--- config.mk ---
export PLATFORM = sky130hd
export DESIGN_NAME = pau_lane
export DESIGN_NICKNAME = d
export VERILOG_FILES = /design/src/hw/rtl/pau_pkg.sv /design/src/hw/rtl/pau_ram.sv /design/src/hw/rtl/pau_lane.sv
export SDC_FILE = /design/constraint.sdc
export NUM_CORES = 2
export LEC_CHECK = 0
export BUFFER_PORTS_ARGS = -buffer_cell sky130_fd_sc_hd__clkbuf_2
export CAP_MARGIN = 10
export CORE_ASPECT_RATIO = 0.75
export CORE_MARGIN = 4
export CORE_UTILIZATION = 25
export DETAILED_ROUTE_END_ITERATION = 7
export SLEW_MARGIN = 20
export SYNTH_ARGS = -nofsm -noshare
export SYNTH_HDL_FRONTEND = slang
export SYNTH_SLANG_ARGS = --single-unit
--- constraint.sdc ---
create_clock -name clk -period 4.45 [get_ports clk]
set_input_delay 0.6675 -clock clk [delete_from_list [all_inputs] [get_ports clk]]
set_output_delay 0.6675 -clock clk [all_outputs]
set_load 0.02 [all_outputs]
--- src/hw/rtl/pau_pkg.sv ---
// Shared types and constants for the Pareto archive update block.
`timescale 1ns / 1ps
package pau_pkg;

	localparam int NUM_OBJ = 8;
	localparam int DEPTH   = 64;
	localparam int VW      = 32;
	localparam int AW      = $clog2(DEPTH);
	localparam int CW      = $clog2(DEPTH + 1);

	localparam logic [1:0] REQ_INSERT = 2'd0;
	localparam logic [1:0] REQ_READ   = 2'd1;
	localparam logic [1:0] REQ_CLEAR  = 2'd2;

	localparam logic [2:0] ST_ACCEPTED = 3'd0;
	localparam logic [2:0] ST_REJECTED = 3'd1;
	localparam logic [2:0] ST_FULL     = 3'd2;
	localparam logic [2:0] ST_READ_OK  = 3'd3;
	localparam logic [2:0] ST_BAD_IDX  = 3'd4;

	typedef enum logic [2:0] {
		S_IDLE,
		S_SCAN,
		S_DECIDE,
		S_RD,
		S_RDATA,
		S_EMIT
	} state_t;

	// per-objective comparison of candidate against a stored entry
	typedef struct packed {
		logic worse;
		logic better;
		logic differ;
	} lane_flags_t;

	typedef struct packed {
		logic cand_dom;
		logic blocked;
	} merge_t;

endpackage

--- src/hw/rtl/pau_ram.sv ---
// Generic single-port-write, registered-read RAM.
`timescale 1ns / 1ps
module pau_ram #(
	parameter int WIDTH = 32,
	parameter int DEPTH = 64
) (
	input  logic                     clk,
	input  logic                     we,
	input  logic [$clog2(DEPTH)-1:0] waddr,
	input  logic [WIDTH-1:0]         wdata,
	input  logic [$clog2(DEPTH)-1:0] raddr,
	output logic [WIDTH-1:0]         rdata
);
	logic [WIDTH-1:0] mem [DEPTH];

	always_ff @(posedge clk) begin
		if (we) begin
			mem[waddr] <= wdata;
		end
		rdata <= mem[raddr];
	end
endmodule

--- src/hw/rtl/pau_lane.sv ---
// One objective lane: storage column plus comparator against the candidate.
`timescale 1ns / 1ps
module pau_lane (
	input  logic                     clk,
	input  logic                     we,
	input  logic                     keep_sel,
	input  logic [pau_pkg::AW-1:0]   waddr,
	input  logic [pau_pkg::AW-1:0]   raddr,
	input  logic [pau_pkg::VW-1:0]   cand,
	input  logic                     used,
	input  logic                     minimize,
	output logic [pau_pkg::VW-1:0]   rdata,
	output pau_pkg::lane_flags_t     flags
);
	import pau_pkg::*;

	logic [VW-1:0] wdata;
	logic          lt;
	logic          gt;

	// rewrite the kept entry when compacting, else store the candidate
	assign wdata = keep_sel ? rdata : cand;

	pau_ram #(.WIDTH(VW), .DEPTH(DEPTH)) u_ram (
		.clk   (clk),
		.we    (we),
		.waddr (waddr),
		.wdata (wdata),
		.raddr (raddr),
		.rdata (rdata)
	);

	// signed compare of candidate against entry
	assign lt = $signed(cand) < $signed(rdata);
	assign gt = $signed(cand) > $signed(rdata);

	always_comb begin
		flags.worse  = used & (minimize ? gt : lt);
		flags.better = used & (minimize ? lt : gt);
		flags.differ = used & (lt | gt);
	end
endmodule

==> results.txt <==
Final Setup Violations - 0
Syn_nets - 3355
CTS tree - built
Setup TNS - 0 ns
R2r endpoint - u_ram.rdata[21]
Crit path largest cell delay - 0.66 ns
Detailed placement HPWL - 117.0 mm
Seq/Total Area, Yosys - 77.89%
Initial DRC count - 5586
Layout Skew - 0.05245 ns
Sw Share - 22.00%
Final worst-path cycle share - 96.02%
Comb pwr share - 7.0%
Rows - 179
Via count - 37390
Hold-critical path depth - 2
Die area - 0.3283 mm2
Reg2reg start - u_ram.mem[5][21]
R2R cell count - 6
Root Buffer - clkbuf_16
PwrDens - 436.2 mW/mm2
Synth Register Bits - 2080
Post-route cell area - 0.09277 mm2
Global Route Usage Sum - 12.28%
Status - complete, no violations
Critical Path RT - 3.78 ns
Hold_ws - 0.5732 ns
DRC violations left - 0
Worst Slack Setup Final - 0.1772 ns
Power Total - 40.47 mW
Global placer's final weighted congestion - 0.8057
Post-layout min period - 4.273 ns
Synth Instances - 3274
Grt ovf - 0
Worst path cell trace - inv_1 > ha_1 > nand4_1 > nor4_1 > a21boi_0 > o41a_1 > or4b_2 > o2111ai_1 > clkbuf_2
Core outline area - 0.3174 mm2
Clk pin slew, worst setup/hold paths - 0.07 ns
Cell area after synthesis - 0.07977 mm2
Leak Pwr - 28.13 nW
RSZ-0062 raised after global routing - false
Tightest Hold Check Type - in -> reg
Post-CTS setup buffers - 0
Clk buf depth - 4
Reg power frac - 54.8%
Async SR Flop Fraction - 0%
Die Ht - 497.2 um
CTS Sinks - 2080
Initial antenna violation count - 26
Final nets - 3655
Dpl cells - 7637
Dpl ws - 0.6679 ns
Layout cells sized above 1 - 33.83%
CP Max Fanout - 7
Area after DPL - 0.08702 mm2
Slowest cell on the critical path - or4b_2
Count of unique library cells instantiated by Yosys - 50
Initial Utilization - 25.14%
Worst Hold End - u_ram.rdata[22]
R2R setup slack - 1.93 ns
# Max-Cap Violations - 0
Antenna Nets Post-Route - 0
WP data arrival - 3.61 ns
Final Hold Vio Count - 0
Post-synth EDFFs - 2048
Fillers - 30510
Fmax - 0.2340 GHz
Clock share of power - 38.2%
Worst-Skew Late Latency - 0.81 ns
Top_reg_cell synth - edfxtp_1
Slew headroom - 22.38%
Fin util - 29.23%
Cell Count, Final, Fillers Out - 7978
Net Sw Power - 8.903 mW
Internal power - 31.56 mW
# port buffers - 83
I/O Pins - 84
Avg Cell Area, Syn - 24.37 um2
Final wirelength - 206.6 mm
1st-pass router iterations - 6
Die Wd - 660.3 um
Hold Crit Start - raddr[5]
Number of vias per cell - 4.687
Startpoint Class - flip-flop
Largest net degree at the start of global routing - 65
WS Path Type - reg -> out
Worst-Margin Slew - 1.164 ns
Worst Setup End Kind - output port
Total CTS buffers - 188
Yosys warnings - 0
Max-slew violation count - 0
Layout area overhead - 16.29%
H-Tree Depth - 4
Vias in the first global route - 37360
VDD IR max - 0.2854 mV
First-pass GRT wire length - 290.4 mm
Routed wire per std cell - 25.89 um
## power by group through the flow
stage,sequential [mW],clock [mW],combinational (mW)
2_1_floorplan,22.6,0,1.52
3_3_place_gp,22.6,0,2.74
3_5_place_dp,22.6,0,2.82
4_1_cts,22.2,15.7,2.82
5_1_grt,22.2,16.6,2.98
6_report,22.2,15.5,2.82
## per-layer routing
metal / vias up / GRT usage (%) / routed length [um]
li1: 14780 / - / -
met1: 20570 / 18.19 / 88850
met2: 1749 / 18.41 / 93460
met3: 290 / 2.407 / 18680
met4: 0 / 3.174 / 5582
met5: - / 0 / 0
## cell families (layout without fill, tap and decap cells)
kind of cell    count (synthesis)  count (layout)  share of synthesized area, %
compound gates                114             114                        0.9975
fa+ha+maj                      32              32                        0.5019
buf+inv                       204             643                         1.236
flops                        2080            2080                         77.89
mux                           671             671                         18.36
other cells                     0              12                             0
simple gates                  173             173                         1.005
## sequential cells by signal, indices dropped and copies added (netlist names)
name	cells
u_ram.mem	2048
u_ram.rdata	32
## placed cells by master, fill, tap and decap left out, types with 32 or more instances in the layout
master	Yosys	routed
a22oi_1	46	46
ha_1	32	32
clkbuf_2	0	79
inv_1	34	34
buf_4	29	169
nand2_1	39	39
clkinv_1	0	44
clkbuf_1	74	46
clkbuf_16	0	190
mux4_2	631	631
edfxtp_1	2048	2048
nor2_4	0	62
## worst max-delay path: cells and delay by family, from the launching register on
kind,cells,cell delay (ns)
adder cells (fa/ha/maj),1,0.30
buffers and inverters,2,0.29
AND/OR/NAND/NOR,3,0.86
AO/OA/AOI/OAI,3,0.72
flip-flops,1,0.61
## synthesized netlist by cell type, drive strengths merged (2+ instances only)
cell,count,area share [%]
nor3,3,0.019
nand3,9,0.056
o21ai,6,0.038
nor2,75,0.35
mux2,31,0.44
nand3b,2,0.019
mux2i,9,0.11
o2111ai,2,0.022
nand4,9,0.071
o22ai,14,0.11
inv,34,0.16
a211oi,14,0.13
o21a,2,0.019
and4,2,0.022
nand2,39,0.18
mux4,631,18
edfxtp,2048,77
a22oi,46,0.43
nor4,2,0.016
nand2b,4,0.031
dfxtp,32,0.80
ha,32,0.50
nor2b,19,0.15
a31oi,2,0.016
a211o,2,0.022
clkbuf,74,0.35
a21oi,16,0.10
buf,96,0.73
## repair_timing
item | in CTS | in global routing
endpoints found under the hold margin | 0 | 0
endpoints found under the setup margin | 2 | 1
resized for setup | 3 | 1
hold buffers | 0 | 0
cloned | 0 | 0
## area by class of cell
class	count	area, um2	share of cell area [%]
timing repair buffer	280	2281	2.459
multi-input combinational	990	17160	18.50
clock buffer	242	5010	5.400
antenna	12	30.03	0.03237
sequential	2080	62140	66.99
clock inverter	87	698.2	0.7526
tap	4253	5321	5.736
inverter	34	127.6	0.1376
## worst max-delay path by stage
| stage | startpoint | slack (ns) | end |
|---|---|---|---|
| 4_1_cts | u_ram.rdata[21] | 0.1 | flags[1] |
| 3_5_place_dp | u_ram.rdata[10] | 0.67 | flags[1] |
| 5_1_grt | u_ram.rdata[21] | 0.02 | flags[1] |
| 2_1_floorplan | keep_sel | 0.13 | u_ram.mem[0][0] |
| 6_report | u_ram.rdata[10] | 0.18 | flags[1] |
| 3_3_place_gp | raddr[0] | 0.66 | u_ram.rdata[23] |
Note: power is estimated with default switching activity, not from simulation.
